## config.mk

```make
export PLATFORM = sky130hd
export DESIGN_NAME = png_chunk_crc_checker_top
export DESIGN_NICKNAME = d
export VERILOG_FILES = /design/src/rtl/pcc_pkg.sv /design/src/rtl/pcc_in_stage.sv /design/src/rtl/pcc_parser.sv /design/src/rtl/pcc_out_reg.sv /design/src/rtl/png_chunk_crc_checker_top.sv
export SDC_FILE = /design/constraint.sdc
export NUM_CORES = 1
export LEC_CHECK = 0
export BUFFER_PORTS_ARGS = -buffer_cell sky130_fd_sc_hd__clkbuf_2
export CAP_MARGIN = 10
export CORE_MARGIN = 2
export CORE_UTILIZATION = 50
export DETAILED_ROUTE_END_ITERATION = 10
export GPL_TIMING_DRIVEN = 0
export HOLD_SLACK_MARGIN = 0.05
export PLACE_DENSITY = 0.72
export RECOVER_POWER = 25
export SYNTH_ARGS = -nofsm -noshare
export SYNTH_HDL_FRONTEND = slang
export SYNTH_SLANG_ARGS = --single-unit
```

## constraint.sdc

```tcl
create_clock -name clk -period 8.6 [get_ports clk]
set_input_delay 0.86 -clock clk [delete_from_list [all_inputs] [get_ports clk]]
set_output_delay 0.86 -clock clk [all_outputs]
set_load 0.02 [all_outputs]
```

## src/rtl/pcc_pkg.sv

```systemverilog
// shared types, constants and the crc-32 byte update for the png chunk crc checker
// no dependencies; used by every module of the block
`timescale 1ns / 1ps
`default_nettype none

package pcc_pkg;

    localparam int unsigned BYTE_W       = 8;
    localparam int unsigned WORD_W       = 32;
    localparam int unsigned IN_TDATA_W   = 8;
    localparam int unsigned OUT_FIELDS_W = 6 * WORD_W + 2;
    localparam int unsigned OUT_TDATA_W  = ((OUT_FIELDS_W + 7) / 8) * 8;
    localparam int unsigned PAD_W        = OUT_TDATA_W - OUT_FIELDS_W;

    localparam logic [31:0] CRC_POLY       = 32'hEDB8_8320;
    localparam logic [31:0] ALL_ONES       = 32'hFFFF_FFFF;
    localparam logic [31:0] TYPE_IHDR      = 32'h4948_4452;
    localparam logic [31:0] TYPE_PLTE      = 32'h504C_5445;
    localparam logic [31:0] TYPE_IDAT      = 32'h4944_4154;
    localparam logic [31:0] SIG_BYTES      = 32'd8;
    localparam logic [31:0] FIELD_BYTES    = 32'd4;
    localparam logic [31:0] CHUNK_OVERHEAD = 32'd12;
    localparam logic [31:0] FIRST_OFFSET   = 32'd8;

    // one input byte with its start-of-file flag
    typedef struct packed {
        logic                file_start;
        logic [BYTE_W-1:0]   data_byte;
    } pcc_item_t;

    // one chunk report
    typedef struct packed {
        logic                core_chunk;
        logic                crc_match;
        logic [WORD_W-1:0]   stored_crc;
        logic [WORD_W-1:0]   computed_crc;
        logic [WORD_W-1:0]   chunk_type;
        logic [WORD_W-1:0]   chunk_length;
        logic [WORD_W-1:0]   chunk_offset;
        logic [WORD_W-1:0]   chunk_number;
    } pcc_result_t;

    // reflected crc-32 update over one byte, bit at a time
    function automatic logic [31:0] crc_byte(input logic [31:0] crc, input logic [7:0] b);
        logic [31:0] c;
        c = crc ^ {24'd0, b};
        for (int k = 0; k < 8; k++)
        begin
            c = c[0] ? ((c >> 1) ^ CRC_POLY) : (c >> 1);
        end
        return c;
    endfunction

endpackage

`default_nettype wire

```

## src/rtl/pcc_in_stage.sv

```systemverilog
// input register of the png chunk crc checker: holds one accepted byte
// depends on pcc_pkg
`timescale 1ns / 1ps
`default_nettype none

module pcc_in_stage (
    input  wire logic                           clk,
    input  wire logic                           rst_n,
    input  wire logic                           s_axis_tvalid,
    output logic                                s_axis_tready,
    input  wire logic [pcc_pkg::IN_TDATA_W-1:0] s_axis_tdata,
    input  wire logic                           s_axis_tuser,
    input  wire logic                           advance,
    output logic                                item_valid,
    output pcc_pkg::pcc_item_t                  item
);

    logic               valid_reg;
    logic               valid_next;
    pcc_pkg::pcc_item_t item_reg;
    logic               accept;

    assign s_axis_tready = !valid_reg || advance;
    assign accept        = s_axis_tvalid && s_axis_tready;

    always_comb
    begin
        if (accept)
            valid_next = 1'b1;
        else if (advance)
            valid_next = 1'b0;
        else
            valid_next = valid_reg;
    end

    always_ff @(posedge clk or negedge rst_n)
    begin
        if (!rst_n)
            valid_reg <= 1'b0;
        else
            valid_reg <= valid_next;
    end

    always_ff @(posedge clk)
    begin
        if (accept)
        begin
            item_reg.file_start <= s_axis_tuser;
            item_reg.data_byte  <= s_axis_tdata[pcc_pkg::BYTE_W-1:0];
        end
    end

    assign item_valid = valid_reg;
    assign item       = item_reg;

endmodule

`default_nettype wire

```

## src/rtl/pcc_parser.sv

```systemverilog
// chunk parser and crc-32 engine: one byte per step, flags a finished chunk
// depends on pcc_pkg
`timescale 1ns / 1ps
`default_nettype none

module pcc_parser (
    input  wire logic         clk,
    input  wire logic         rst_n,
    input  wire logic         step,
    input  wire pcc_pkg::pcc_item_t item,
    output logic              emit,
    output pcc_pkg::pcc_result_t result
);

    typedef enum logic [2:0] {
        PH_SIG,
        PH_LEN,
        PH_TYPE,
        PH_DATA,
        PH_CRC
    } phase_t;

    phase_t      phase_reg, phase_next, phase_c;
    logic [31:0] count_reg, count_next, count_c;
    logic [31:0] length_reg, length_next, length_c;
    logic [31:0] type_reg, type_next, type_c;
    logic [31:0] crc_reg, crc_next, crc_c;
    logic [31:0] trailer_reg, trailer_next, trailer_c;
    logic [31:0] offset_reg, offset_next, offset_c;
    logic [31:0] number_reg, number_next, number_c;

    logic [31:0] count_inc;
    logic [31:0] crc_upd;
    logic [31:0] trailer_sh;
    logic [31:0] computed;
    logic [7:0]  b;

    assign b = item.data_byte;

    // start of file acts as a reset in front of this byte
    always_comb
    begin
        if (item.file_start)
        begin
            phase_c   = PH_SIG;
            count_c   = '0;
            length_c  = '0;
            type_c    = '0;
            crc_c     = pcc_pkg::ALL_ONES;
            trailer_c = '0;
            offset_c  = pcc_pkg::FIRST_OFFSET;
            number_c  = '0;
        end
        else
        begin
            phase_c   = phase_reg;
            count_c   = count_reg;
            length_c  = length_reg;
            type_c    = type_reg;
            crc_c     = crc_reg;
            trailer_c = trailer_reg;
            offset_c  = offset_reg;
            number_c  = number_reg;
        end
    end

    assign count_inc  = count_c + 32'd1;
    assign crc_upd    = pcc_pkg::crc_byte(crc_c, b);
    assign trailer_sh = {trailer_c[23:0], b};
    assign computed   = crc_c ^ pcc_pkg::ALL_ONES;

    always_comb
    begin
        phase_next   = phase_c;
        count_next   = count_inc;
        length_next  = length_c;
        type_next    = type_c;
        crc_next     = crc_c;
        trailer_next = trailer_c;
        offset_next  = offset_c;
        number_next  = number_c;
        emit         = 1'b0;
        case (phase_c)
            PH_LEN:
            begin
                length_next = {length_c[23:0], b};
                if (count_inc == pcc_pkg::FIELD_BYTES)
                begin
                    phase_next = PH_TYPE;
                    count_next = '0;
                    type_next  = '0;
                    crc_next   = pcc_pkg::ALL_ONES;
                end
            end
            PH_TYPE:
            begin
                type_next = {type_c[23:0], b};
                crc_next  = crc_upd;
                if (count_inc == pcc_pkg::FIELD_BYTES)
                begin
                    count_next   = '0;
                    trailer_next = '0;
                    phase_next   = (length_c == '0) ? PH_CRC : PH_DATA;
                end
            end
            PH_DATA:
            begin
                crc_next = crc_upd;
                if (count_inc == length_c)
                begin
                    count_next = '0;
                    phase_next = PH_CRC;
                end
            end
            PH_CRC:
            begin
                trailer_next = trailer_sh;
                if (count_inc == pcc_pkg::FIELD_BYTES)
                begin
                    emit        = 1'b1;
                    number_next = number_c + 32'd1;
                    offset_next = offset_c + length_c + pcc_pkg::CHUNK_OVERHEAD;
                    phase_next  = PH_LEN;
                    count_next  = '0;
                    length_next = '0;
                end
            end
            default:
            begin
                // signature bytes are skipped unchecked
                if (count_inc >= pcc_pkg::SIG_BYTES)
                begin
                    phase_next  = PH_LEN;
                    count_next  = '0;
                    length_next = '0;
                end
            end
        endcase
    end

    always_comb
    begin
        result.chunk_number = number_c + 32'd1;
        result.chunk_offset = offset_c;
        result.chunk_length = length_c;
        result.chunk_type   = type_c;
        result.computed_crc = computed;
        result.stored_crc   = trailer_sh;
        result.crc_match    = (computed == trailer_sh);
        result.core_chunk   = (type_c == pcc_pkg::TYPE_IHDR) ||
                              (type_c == pcc_pkg::TYPE_PLTE) ||
                              (type_c == pcc_pkg::TYPE_IDAT);
    end

    always_ff @(posedge clk or negedge rst_n)
    begin
        if (!rst_n)
        begin
            phase_reg   <= PH_SIG;
            count_reg   <= '0;
            length_reg  <= '0;
            type_reg    <= '0;
            crc_reg     <= pcc_pkg::ALL_ONES;
            trailer_reg <= '0;
            offset_reg  <= pcc_pkg::FIRST_OFFSET;
            number_reg  <= '0;
        end
        else if (step)
        begin
            phase_reg   <= phase_next;
            count_reg   <= count_next;
            length_reg  <= length_next;
            type_reg    <= type_next;
            crc_reg     <= crc_next;
            trailer_reg <= trailer_next;
            offset_reg  <= offset_next;
            number_reg  <= number_next;
        end
    end

endmodule

`default_nettype wire

```

## src/rtl/pcc_out_reg.sv

```systemverilog
// result register of the png chunk crc checker, drives the master stream
// depends on pcc_pkg
`timescale 1ns / 1ps
`default_nettype none

module pcc_out_reg (
    input  wire logic                            clk,
    input  wire logic                            rst_n,
    input  wire logic                            load,
    input  wire pcc_pkg::pcc_result_t            result,
    output logic                                 busy,
    output logic                                 m_axis_tvalid,
    input  wire logic                            m_axis_tready,
    output logic [pcc_pkg::OUT_TDATA_W-1:0]      m_axis_tdata
);

    logic                 valid_reg;
    logic                 valid_next;
    pcc_pkg::pcc_result_t result_reg;

    always_comb
    begin
        if (load)
            valid_next = 1'b1;
        else if (m_axis_tready)
            valid_next = 1'b0;
        else
            valid_next = valid_reg;
    end

    always_ff @(posedge clk or negedge rst_n)
    begin
        if (!rst_n)
            valid_reg <= 1'b0;
        else
            valid_reg <= valid_next;
    end

    always_ff @(posedge clk)
    begin
        if (load)
            result_reg <= result;
    end

    assign busy          = valid_reg && !m_axis_tready;
    assign m_axis_tvalid = valid_reg;
    assign m_axis_tdata  = {{pcc_pkg::PAD_W{1'b0}}, result_reg};

endmodule

`default_nettype wire

```

## src/rtl/png_chunk_crc_checker_top.sv

```systemverilog
// path: an accepted byte passes the input and then the result register to its report
// throughput: 1 byte per cycle unless a chunk-ending byte waits on a stalled result
// register; the crc-32 byte update and the parse step share one cycle between the two
// reset: rst_n async active low clears both valid flags and the parser (signature phase,
// crc all ones, offset 8); a byte with tuser set restarts parsing the same way
`timescale 1ns / 1ps
`default_nettype none

module png_chunk_crc_checker_top (
    input  wire logic                            clk,
    input  wire logic                            rst_n,
    // slave side: one file byte per transaction
    input  wire logic                            s_axis_tvalid,
    output logic                                 s_axis_tready,
    input  wire logic [pcc_pkg::IN_TDATA_W-1:0]  s_axis_tdata,  // [7:0] data_byte
    input  wire logic                            s_axis_tuser,  // [0] file_start
    // master side: one chunk report per transaction
    output logic                                 m_axis_tvalid,
    input  wire logic                            m_axis_tready,
    // [31:0] chunk_number, [63:32] chunk_offset, [95:64] chunk_length,
    // [127:96] chunk_type, [159:128] computed_crc, [191:160] stored_crc,
    // [192] crc_match, [193] core_chunk, [199:194] zero
    output logic [pcc_pkg::OUT_TDATA_W-1:0]      m_axis_tdata
);

    logic                 item_valid;
    pcc_pkg::pcc_item_t   item;
    logic                 emit;
    pcc_pkg::pcc_result_t result;
    logic                 out_busy;
    logic                 advance;

    // a held byte moves on unless it finishes a chunk while the result register is stuck
    assign advance = item_valid && !(emit && out_busy);

    pcc_in_stage u_in_stage (
        .clk           (clk),
        .rst_n         (rst_n),
        .s_axis_tvalid (s_axis_tvalid),
        .s_axis_tready (s_axis_tready),
        .s_axis_tdata  (s_axis_tdata),
        .s_axis_tuser  (s_axis_tuser),
        .advance       (advance),
        .item_valid    (item_valid),
        .item          (item)
    );

    // parse state and running crc advance only when the byte leaves the input register
    pcc_parser u_parser (
        .clk    (clk),
        .rst_n  (rst_n),
        .step   (advance),
        .item   (item),
        .emit   (emit),
        .result (result)
    );

    // result register decouples the master side from the byte stream
    pcc_out_reg u_out_reg (
        .clk           (clk),
        .rst_n         (rst_n),
        .load          (advance && emit),
        .result        (result),
        .busy          (out_busy),
        .m_axis_tvalid (m_axis_tvalid),
        .m_axis_tready (m_axis_tready),
        .m_axis_tdata  (m_axis_tdata)
    );

endmodule

`default_nettype wire

```

==> impl_metrics.py, run 1 <==
metrics = {
    "run_status": {
        "status": "finished with violations",
        "violations": "max-capacitance violations, max-slew violations",
    },
    "pwr": {
        "powerDensity_nw_per_um2": 213,
        "p_leak_nw": 10.8,
        "p_total_mw": 5.55,
        "peakVddDrop_mv": 0.185,
    },
    "worst_setup_path": {
        "critPathRequiredTime_ns": 7.74,
        "rrSetupSlack_ns": 0.46,
        "critPathArrivalTime_ns": 7.43,
        "endpoint_kind": "output port",
        "r2r_end": "u_out_reg.m_axis_tdata[169]",
        "crit_slowest_cell": "or4_1",
        "r2r-start": "u_in_stage.item[8]",
        "crit_buf_inv": 13,
        "reg2reg_depth": 24,
        "crit_path_cell_trace": "clkbuf_4 -> clkbuf_8 -> clkbuf_4 -> buf_4 -> buf_2 -> buf_2 -> clkbuf_2 -> buf_2 -> nor2b_1 -> ha_1 -> clkbuf_1 -> and4_1 -> clkbuf_1 -> nand4_1 -> a32oi_1 -> nor3_2 -> nand4_1 -> or4_1 -> buf_2 -> nor4b_4 -> and2_1 -> buf_2 -> nand3_1 -> clkbuf_2",
        "critPathLaunchType": "flop",
        "crit_family": "buffers and inverters",
        "critical_path_class": "flop to output port",
        "worst_path_most_repeated_cell": "buf_2",
        "crit_start": "u_in_stage.item[8]",
        "crit_path_max_incr_delay_ns": 0.63,
        "cp_max_fo": 19,
    },
    "logic_synthesis": {
        "async_flop_share": 0.521,
        "yosysWarnings": 0,
        "syn_area_um2": 22600,
        "synthFlopType": "edfxtp_1",
        "synth_cell_types": 83,
        "avgSynthCellArea_um2": 10.6,
        "synth-edff-count": 203,
        "syn_inst": 2131,
        "synth-seq-cells": 424,
        "ys_seq_area_frac": 0.517,
    },
    "cells_and_area": {
        "seq_area_um2": 11700,
        "nNetsFinal": 2475,
        "layout_commonest_cell": "edfxtp_1",
        "n_antenna_cell": 0,
        "stdcell_count": 3025,
        "finish.instance_area_um2": 26000,
        "largest_reg_flops": 194,
        "syn2layout_area_growth_pct": 15.4,
        "layout-drive-gt1-share": 0.160,
        "n_fill_cell": 3733,
        "multi_input_area_um2": 10100,
        "utilization": 0.586,
        "mostFrequentLayoutCells": "edfxtp_1, clkbuf_2, dfrtp_1",
    },
    "placement": {
        "dpl.hpwl_mm": 52.4,
        "placed_cell_area_um2": 24500,
        "place.port_buffers": 208,
        "placed_cells": 2940,
        "gp_congestion": 1.01,
    },
    "min_path": {
        "min-delay-start": "s_axis_tdata[3]",
        "hold_end": "u_in_stage.item[3]",
        "worstHoldPathType": "input port to flop",
        "hold-path-cell-count": 1,
    },
    "routing": {
        "ant_nets": 0,
        "vias": 19000,
        "routedWlPerCell_um": 24.0,
        "viasPerCell": 6.28,
        "routed_wl_mm": 72.6,
        "dr.pass1.iters": 7,
        "route.detailed.drc": 0,
        "drt-initial-drc-count": 2392,
    },
    "grt": {
        "gr-total-overflow": 0,
        "grt_pass1_vias": 18100,
        "grt_first_pass_wirelength_mm": 110,
        "antenna_found_initial": 2,
        "grt_start_max_net_pins": 106,
        "grtUsageTotal": 0.307,
    },
    "run": {
        "max-cap-violations": 3,
    },
    "timing": {
        "layout_min_cycle_time_ns": 8.29,
        "fin_crit_sh": 0.963,
        "fmax_ghz": 0.121,
        "timing_hold_violations_final": 0,
        "drv_slew": 226,
        "tightest_slew_ns": 4.93,
        "finalSetupTns_ns": 0,
        "setup_viol": 0,
        "clock_skew_ns": 0.0122,
        "worst_slew_margin_rel": -2.28,
        "rsz0062_at_grt": "false",
    },
    "cts": {
        "cts_max_path_buffers": 3,
        "cts_tree": "yes",
        "cts.root.buffer_cell": "clkbuf_16",
        "cts.sinks": 424,
        "cts_made_buffers": 45,
        "insertion_delay_ns": 0.59,
        "h-tree-depth": 2,
        "clk_pin_slew_worst_paths_ns": 0.06,
    },
    "floorplanning": {
        "initial_utilization": 0.508,
        "ios": 215,
        "die_x_um": 216,
        "core-area_um2": 44400,
        "rows": 77,
        "die_area_um2": 46800,
        "die_height_um": 216,
    },
}
[where the power goes]
part           switching, mW  leakage (nW)  internal [mW]
clock network          0.851         0.738           1.21
registers              0.123          5.02           2.25
logic                  0.686          5.08          0.427
total                   1.66          10.8           3.89
[cells by family (layout without fill, tap and decap cells)]
kind of cell             Yosys count  in the layout  share of synthesized area
adder cells (fa/ha/maj)           66             66                     0.0369
buffers and inverters            183            480                     0.0351
XOR/XNOR                         188            188                     0.0736
AND/OR/NAND/NOR                  764            764                      0.181
flip-flops                       424            424                      0.517
AO/OA/AOI/OAI                    500            500                      0.154
multiplexers                       5              5                    0.00233
other                              1              6                   0.000166
[area by class of cell]
class                           instances  area share
Sequential cell                       424       0.448
Timing Repair Buffer                  216      0.0421
Clock buffer                           59      0.0465
Multi-Input combinational cell       1529       0.390
Buffer                                137      0.0254
Clock inverter                         25      0.0129
Tap cell                              592      0.0285
Inverter                               43     0.00620
[synthesized netlist by cell type (8+ instances only)]
library cell  count  area, um^2
edfxtp_1        203        6100
nand4b_1          8        70.1
nor3_1           67         335
ha_1             65         813
nor3b_1           8        60.1
a31oi_1          14        87.6
o22ai_1          33         206
a21oi_1          73         365
dfstp_2          33         867
xnor2_1         120        1050
dfrtp_1         188        4700
nor2_1          159         597
nand3_1          53         265
a22o_1           84         736
xor2_1           67         587
clkbuf_1         78         293
or4_1            11        82.6
a22oi_1          18         135
nor2b_1         142         888
or3_1            13        81.3
nor4_1           37         231
inv_1            42         158
o31ai_1          37         278
a211oi_1         11        82.6
buf_1            12        45.0
and3_1           33         206
nand2b_1         14        87.6
o22a_1           25         219
nand4_1          25         156
o21ai_0         111         556
a21o_1           20         150
nand2_1         142         533
buf_4            12        90.1
and2_1           10        62.6
buf_2            36         180
[routing by layer]
layer,wire (um),vias to the layer above,global-route usage
li1,-,8353,-
met1,30000,9379,0.436
met2,32500,1069,0.464
met3,6900,201,0.0557
met4,3120,4,0.126
met5,26,-,0
[stage by stage]
step | hold slack (ns) | setup WS, ns
after floorplan | 0.441 | 0.764
after global placement | 0.453 | -4.28
after detailed placement | 0.458 | -3.49
after CTS | 0.240 | 0.115
after global routing | 0.428 | 0.0821
final | 0.446 | 0.315
[worst max-delay path by stage]
stage                                  end  slack [ns]  cells past startpoint
6_report                     s_axis_tready        0.31                     24
5_1_grt                      s_axis_tready        0.08                     24
4_1_cts                      s_axis_tready        0.12                     25
3_5_place_dp   u_out_reg.m_axis_tdata[128]       -3.49                     27
3_3_place_gp   u_out_reg.m_axis_tdata[133]       -4.28                     26
2_1_floorplan    u_out_reg.m_axis_tdata[0]        0.76                     26
[timing repair]
| item | in CTS | in global routing |
|---|---|---|
| gates resized for setup | 20 | 5 |
| pin swaps | 1 | 0 |
| buffers inserted | 2 | 2 |
| endpoints found under the setup margin | 425 | 99 |
| hold buffers | 0 | 0 |
Power figures use the tool's default switching activity.
==> run 2: changes to the inputs <==
Settings changed: MAX_ROUTING_LAYER set to met4.
==> run 2 against run 1 <==
The flow still finishes with violations (max-capacitance violations, max-slew violations). Non-clock buffer count decreased by 1. Global-route usage increased by 1.9 points. First-iteration DRC count decreased by 9.5%. Via count decreased by 1.5%. Fmax decreased by 1.4%. Clock power increased by 6%. Die area unchanged.
==> impl_metrics.py, run 2 (synthesized netlist as in run 1, its figures left out) <==
metrics = {
    "cells_and_area": {
        "layout-drive-gt1-share": 0.163,
        "syn2layout_area_growth_pct": 15.9,
        "nNetsFinal": 2476,
        "mostFrequentLayoutCells": "edfxtp_1, clkbuf_2, dfrtp_1",
        "layout_commonest_cell": "edfxtp_1",
        "finish.instance_area_um2": 26200,
        "n_antenna_cell": 0,
        "utilization": 0.589,
        "n_fill_cell": 3790,
        "largest_reg_flops": 194,
    },
    "worst_setup_path": {
        "crit_path_max_incr_delay_ns": 0.75,
        "r2r-start": "u_in_stage.item[8]",
        "reg2reg_depth": 23,
        "endpoint_kind": "output port",
        "critPathRequiredTime_ns": 7.74,
        "crit_slowest_cell": "or4_1",
        "rrSetupSlack_ns": 0.34,
        "critical_path_class": "flop to output port",
        "critPathArrivalTime_ns": 7.55,
        "crit_path_cell_trace": "clkbuf_4 -> clkbuf_8 -> clkbuf_4 -> buf_2 -> buf_4 -> clkbuf_2 -> buf_4 -> clkbuf_2 -> nor2b_1 -> ha_1 -> clkbuf_1 -> and4_1 -> clkbuf_1 -> nand4_1 -> or4_1 -> xnor2_1 -> nand2_1 -> o211ai_1 -> nor4b_4 -> and2_1 -> buf_2 -> nand3_1 -> clkbuf_2",
        "cp_max_fo": 19,
        "critPathLaunchType": "flop",
        "r2r_end": "u_out_reg.m_axis_tdata[138]",
        "worst_path_most_repeated_cell": "clkbuf_2",
    },
    "cts": {
        "clk_pin_slew_worst_paths_ns": 0.06,
        "cts_hold_buffers": 0,
        "cts_tree": "yes",
        "insertion_delay_ns": 0.60,
        "cts.sinks": 424,
        "cts_max_path_buffers": 3,
        "cts.root.buffer_cell": "clkbuf_16",
        "h-tree-depth": 2,
        "cts_made_buffers": 47,
    },
    "timing": {
        "fin_crit_sh": 0.978,
        "layout_min_cycle_time_ns": 8.41,
        "fmax_ghz": 0.119,
        "tightest_slew_ns": 5.47,
        "timing_hold_violations_final": 0,
        "fin_hold_ws_ns": 0.441,
        "clock_skew_ns": 0.0207,
        "rsz0062_at_grt": "false",
        "worst_slew_margin_rel": -2.65,
        "finalSetupTns_ns": 0,
        "drv_slew": 226,
        "setup_viol": 0,
    },
    "run_status": {
        "status": "finished with violations",
        "violations": "max-capacitance violations, max-slew violations",
    },
    "run": {
        "max-cap-violations": 3,
    },
    "pwr": {
        "p_total_mw": 5.67,
        "peakVddDrop_mv": 0.144,
        "p_leak_nw": 11.0,
        "powerDensity_nw_per_um2": 217,
    },
    "routing": {
        "routedWlPerCell_um": 24.6,
        "routed_wl_mm": 74.5,
        "vias": 18700,
        "drt-initial-drc-count": 2164,
        "viasPerCell": 6.18,
        "dr.pass1.iters": 6,
        "ant_nets": 0,
        "route.detailed.drc": 0,
    },
    "grt": {
        "grt_pass1_vias": 17900,
        "gr-total-overflow": 0,
        "grtUsageTotal": 0.325,
        "grt_first_pass_wirelength_mm": 112,
        "grt_start_max_net_pins": 106,
        "antenna_found_initial": 0,
    },
    "floorplanning": {
        "die_x_um": 216,
        "core-area_um2": 44400,
        "rows": 77,
        "die_area_um2": 46800,
        "ios": 215,
        "die_height_um": 216,
        "initial_utilization": 0.508,
    },
    "min_path": {
        "hold_end": "u_in_stage.item[3]",
        "worstHoldPathType": "input port to flop",
        "min-delay-start": "s_axis_tdata[3]",
        "hold-path-cell-count": 1,
    },
    "placement": {
        "gp_congestion": 0.986,
        "place.port_buffers": 208,
        "dpl.hpwl_mm": 54.3,
        "placed_cell_area_um2": 24500,
    },
}
run 2: final cells by class:
cell class                 count  area (um^2)  area share
timing repair buffer         215         1090      0.0417
clock buffer                  59         1290      0.0495
clock inverter                29          367      0.0140
buffer                       137          661      0.0253
inverter                      43          161     0.00617
multi-input combinational   1529        10200       0.389
tap                          592          741      0.0283
sequential                   424        11700       0.446
run 2: critical path, delay by kind of cell (launching register included):
| family | cells | cell delay, ns |
|---|---|---|
| buffers and inverters | 12 | 3.34 |
| AOI/OAI and AO/OA | 1 | 0.29 |
| adders and majority gates | 1 | 0.16 |
| and+or+nand+nor | 8 | 2.50 |
| xor gates and xnor gates | 1 | 0.19 |
| DFF | 1 | 0.42 |
run 2: per-stage QoR:
stage,cells,setup slack [ns]
3_3_place_gp,2936,-4.32
2_1_floorplan,2136,0.764
5_1_grt,3028,0.00560
3_5_place_dp,2940,-3.54
6_report,3028,0.193
4_1_cts,3026,0.210
run 2: layer usage:
metal	global-route usage	up-vias	share of wire
li1	-	8365	-
met1	0.453	9162	0.42
met2	0.470	1002	0.44
met3	0.0685	193	0.099
met4	0.119	0	0.037
met5	-	-	0
run 2: power by group:
part	switching (mW)	leakage, nW	total (mW)	internal [mW]
sequential	0.124	5.02	2.37	2.25
combinational	0.694	5.11	1.12	0.426
clock	0.864	0.821	2.18	1.31
run 2: worst max-delay path by stage:
stage,cells after the start,startpoint,end
after global placement,26,u_in_stage.item[8],u_out_reg.m_axis_tdata[133]
after CTS,22,u_in_stage.item[8],s_axis_tready
after floorplan,26,u_in_stage.item[8],u_out_reg.m_axis_tdata[0]
after global routing,23,u_in_stage.item[8],s_axis_tready
after detailed placement,27,u_in_stage.item[8],u_out_reg.m_axis_tdata[133]
final,23,u_in_stage.item[8],s_axis_tready
run 2: repair_timing:
action / CTS / global route
pin swaps: 1 / 1
gates resized for setup: 20 / 5
endpoints found under the setup margin: 425 / 95
endpoints found under the hold margin: 0 / 0
setup buffers: 1 / 2
==> run 3: changes to the inputs <==
Settings changed: CELL_PAD_IN_SITES_DETAIL_PLACEMENT set to 0, CELL_PAD_IN_SITES_GLOBAL_PLACEMENT set to 1, CORE_UTILIZATION 50 to 43, PLACE_DENSITY 0.72 to unset, PLACE_DENSITY_LB_ADDON set to 0.1.
==> run 3 against run 2 <==
The flow still finishes with violations (max-capacitance violations, max-slew violations). Final area grew 0.17%. Sequential share of layout area shrank 0.075 points. Count of clock-buffer cells in the layout is the same. Via count shrank 1.0%. Worst setup slack gained 0.076 ns. Power shrank 1.4%. Clock power shrank 5%. Clock skew grew 0.0053 ns. Fmax grew 0.92%. Worst hold slack gained 0.016 ns. Non-clock buffer count shrank 1. Critical path depth shrank 1. Critical endpoint unchanged. Largest cell class unchanged. Largest power group unchanged.
==> impl_metrics.py, run 3 (synthesized netlist as in run 1, its figures left out) <==
metrics = {
    "floorplanning": {
        "initial_utilization": 0.437,
        "rows": 83,
        "ios": 215,
        "die_area_um2": 54300,
        "die_x_um": 233,
        "core-area_um2": 51600,
        "die_height_um": 233,
    },
    "cts": {
        "cts_made_buffers": 48,
        "cts.sinks": 424,
        "insertion_delay_ns": 0.60,
        "cts.root.buffer_cell": "clkbuf_16",
        "clk_pin_slew_worst_paths_ns": 0.06,
        "cts_max_path_buffers": 3,
        "h-tree-depth": 2,
        "cts_hold_buffers": 0,
        "cts_tree": "yes",
    },
    "worst_setup_path": {
        "worst_path_most_repeated_cell": "clkbuf_4",
        "crit_path_cell_trace": "buf_6 -> clkbuf_8 -> clkbuf_4 -> buf_4 -> clkbuf_4 -> clkbuf_2 -> buf_4 -> clkbuf_4 -> nor2b_1 -> ha_1 -> clkbuf_1 -> nand4_1 -> nor4_2 -> mux2i_2 -> nand4_1 -> or4_1 -> buf_2 -> nor4b_4 -> and2_1 -> buf_2 -> nand3_1 -> clkbuf_2",
        "cp_max_fo": 19,
        "critical_path_class": "flop to output port",
        "crit_slowest_cell": "or4_1",
        "critPathRequiredTime_ns": 7.74,
        "critPathLaunchType": "flop",
        "endpoint_kind": "output port",
        "crit_path_max_incr_delay_ns": 0.61,
        "critPathArrivalTime_ns": 7.47,
    },
    "routing": {
        "vias": 18500,
        "viasPerCell": 5.95,
        "drt-initial-drc-count": 1922,
        "ant_nets": 0,
        "dr.pass1.iters": 6,
        "routed_wl_mm": 79.8,
        "routedWlPerCell_um": 25.6,
        "route.detailed.drc": 0,
    },
    "timing": {
        "worst_slew_margin_rel": -1.80,
        "finalSetupTns_ns": 0,
        "fin_hold_ws_ns": 0.457,
        "fin_crit_sh": 0.969,
        "timing_hold_violations_final": 0,
        "fmax_ghz": 0.120,
        "setup_viol": 0,
        "layout_min_cycle_time_ns": 8.33,
        "drv_slew": 148,
        "clock_skew_ns": 0.0260,
        "tightest_slew_ns": 4.20,
        "rsz0062_at_grt": "false",
    },
    "grt": {
        "grtUsageMet2": 0.436,
        "grt_start_max_net_pins": 106,
        "grtUsageTotal": 0.300,
        "grt_pass1_vias": 17600,
        "gr-total-overflow": 0,
        "met3_usage": 0.0472,
        "grt_first_pass_wirelength_mm": 117,
        "antenna_found_initial": 0,
        "use_met1": 0.440,
        "grt-busiest-layer": "met1",
    },
    "cells_and_area": {
        "nNetsFinal": 2476,
        "syn2layout_area_growth_pct": 16.1,
        "largest_reg_flops": 194,
        "n_fill_cell": 4731,
        "n_antenna_cell": 0,
        "layout_commonest_cell": "edfxtp_1",
        "mostFrequentLayoutCells": "edfxtp_1, clkbuf_2, dfrtp_1",
        "layout-drive-gt1-share": 0.163,
        "stdcell_count": 3116,
    },
    "placement": {
        "dpl.hpwl_mm": 58.3,
        "place.port_buffers": 208,
        "gp_congestion": 0.942,
        "placed_cells": 3028,
    },
    "pwr": {
        "powerDensity_nw_per_um2": 213,
        "p_leak_nw": 10.9,
        "peakVddDrop_mv": 0.161,
    },
    "run": {
        "max-cap-violations": 2,
    },
    "run_status": {
        "violations": "max-capacitance violations, max-slew violations",
        "status": "finished with violations",
    },
    "min_path": {
        "worstHoldPathType": "input port to flop",
    },
}
-- run 3: changes by cell type in the layout (fill, tap and decap cells not counted), sizes merged --
cell	delta
clkinv	+3
inv	-4
clkbuf	-2
bufinv	-3
dlymetal6s4s	+1
clkinvlp	+5
-- run 3: layout make-up --
| type | count | area (um^2) | share of cell area |
|---|---|---|---|
| flip-flops and latches | 424 | 11700 | 0.445 |
| plain buffers | 137 | 671 | 0.0256 |
| clock buffers | 59 | 1250 | 0.0478 |
| repair buffers | 214 | 1110 | 0.0426 |
| inverters | 43 | 161 | 0.00616 |
| multi-input cells | 1529 | 10200 | 0.388 |
| clock inverters | 30 | 309 | 0.0118 |
| well taps | 680 | 851 | 0.0325 |
-- run 3: worst max-delay path: cells and delay by family, from the launching register on --
family | cells | cell delay [ns]
buffers and inverters | 12 | 3.10
AND/OR/NAND/NOR | 8 | 2.55
flip-flops | 1 | 0.56
multiplexers | 1 | 0.46
adder cells (fa/ha/maj) | 1 | 0.16
-- run 3: path summary, 6_finish.rpt --
| path | endpoint | from | slack [ns] | cells past startpoint |
|---|---|---|---|---|
| worst max register to register | u_out_reg.m_axis_tdata[85] | u_in_stage.item[8] | 0.45 | 23 |
| max in group asynchronous | u_parser.type_reg[6] | rst_n | 1.53 | 2 |
| worst min-delay path | u_in_stage.item[7] | s_axis_tdata[7] | 0.46 | 1 |
| worst min register to register | u_parser.offset_reg[21] | u_parser.offset_reg[21] | 0.47 | 2 |
| worst max-delay path | s_axis_tready | u_in_stage.item[8] | 0.27 | 22 |
| min in group asynchronous | u_parser.offset_reg[26] | rst_n | 1.74 | 1 |
-- run 3: timing repair --
item | CTS | global route
endpoints found under the setup margin | 430 | 101
gates resized for setup | 26 | 4
pin swaps | 1 | 0
buffers inserted | 2 | 0
cloned | 0 | 0
-- run 3: where the power goes --
part	internal [mW]	switching (mW)	total (mW)
logic	0.429	0.703	1.13
clock network	1.19	0.878	2.07
registers	2.25	0.141	2.39
-- run 3: metal layers --
layer | vias to the layer above | part of all wire
met1 | 9326 | 0.47
met2 | 726 | 0.44
met5 | - | 0
li1 | 8377 | -
met3 | 104 | 0.072
met4 | 0 | 0.021
-- run 3: stage by stage --
stage	setup WS, ns	area [um^2]	util	power [mW]
after floorplan	0.764	22600	-	3.15
after CTS	0.0911	26200	0.508	5.60
after global placement	-4.97	24500	0.474	3.51
after global routing	0.113	26200	0.508	5.80
after detailed placement	-4.20	24600	0.476	3.53
final	0.270	26200	0.508	5.59
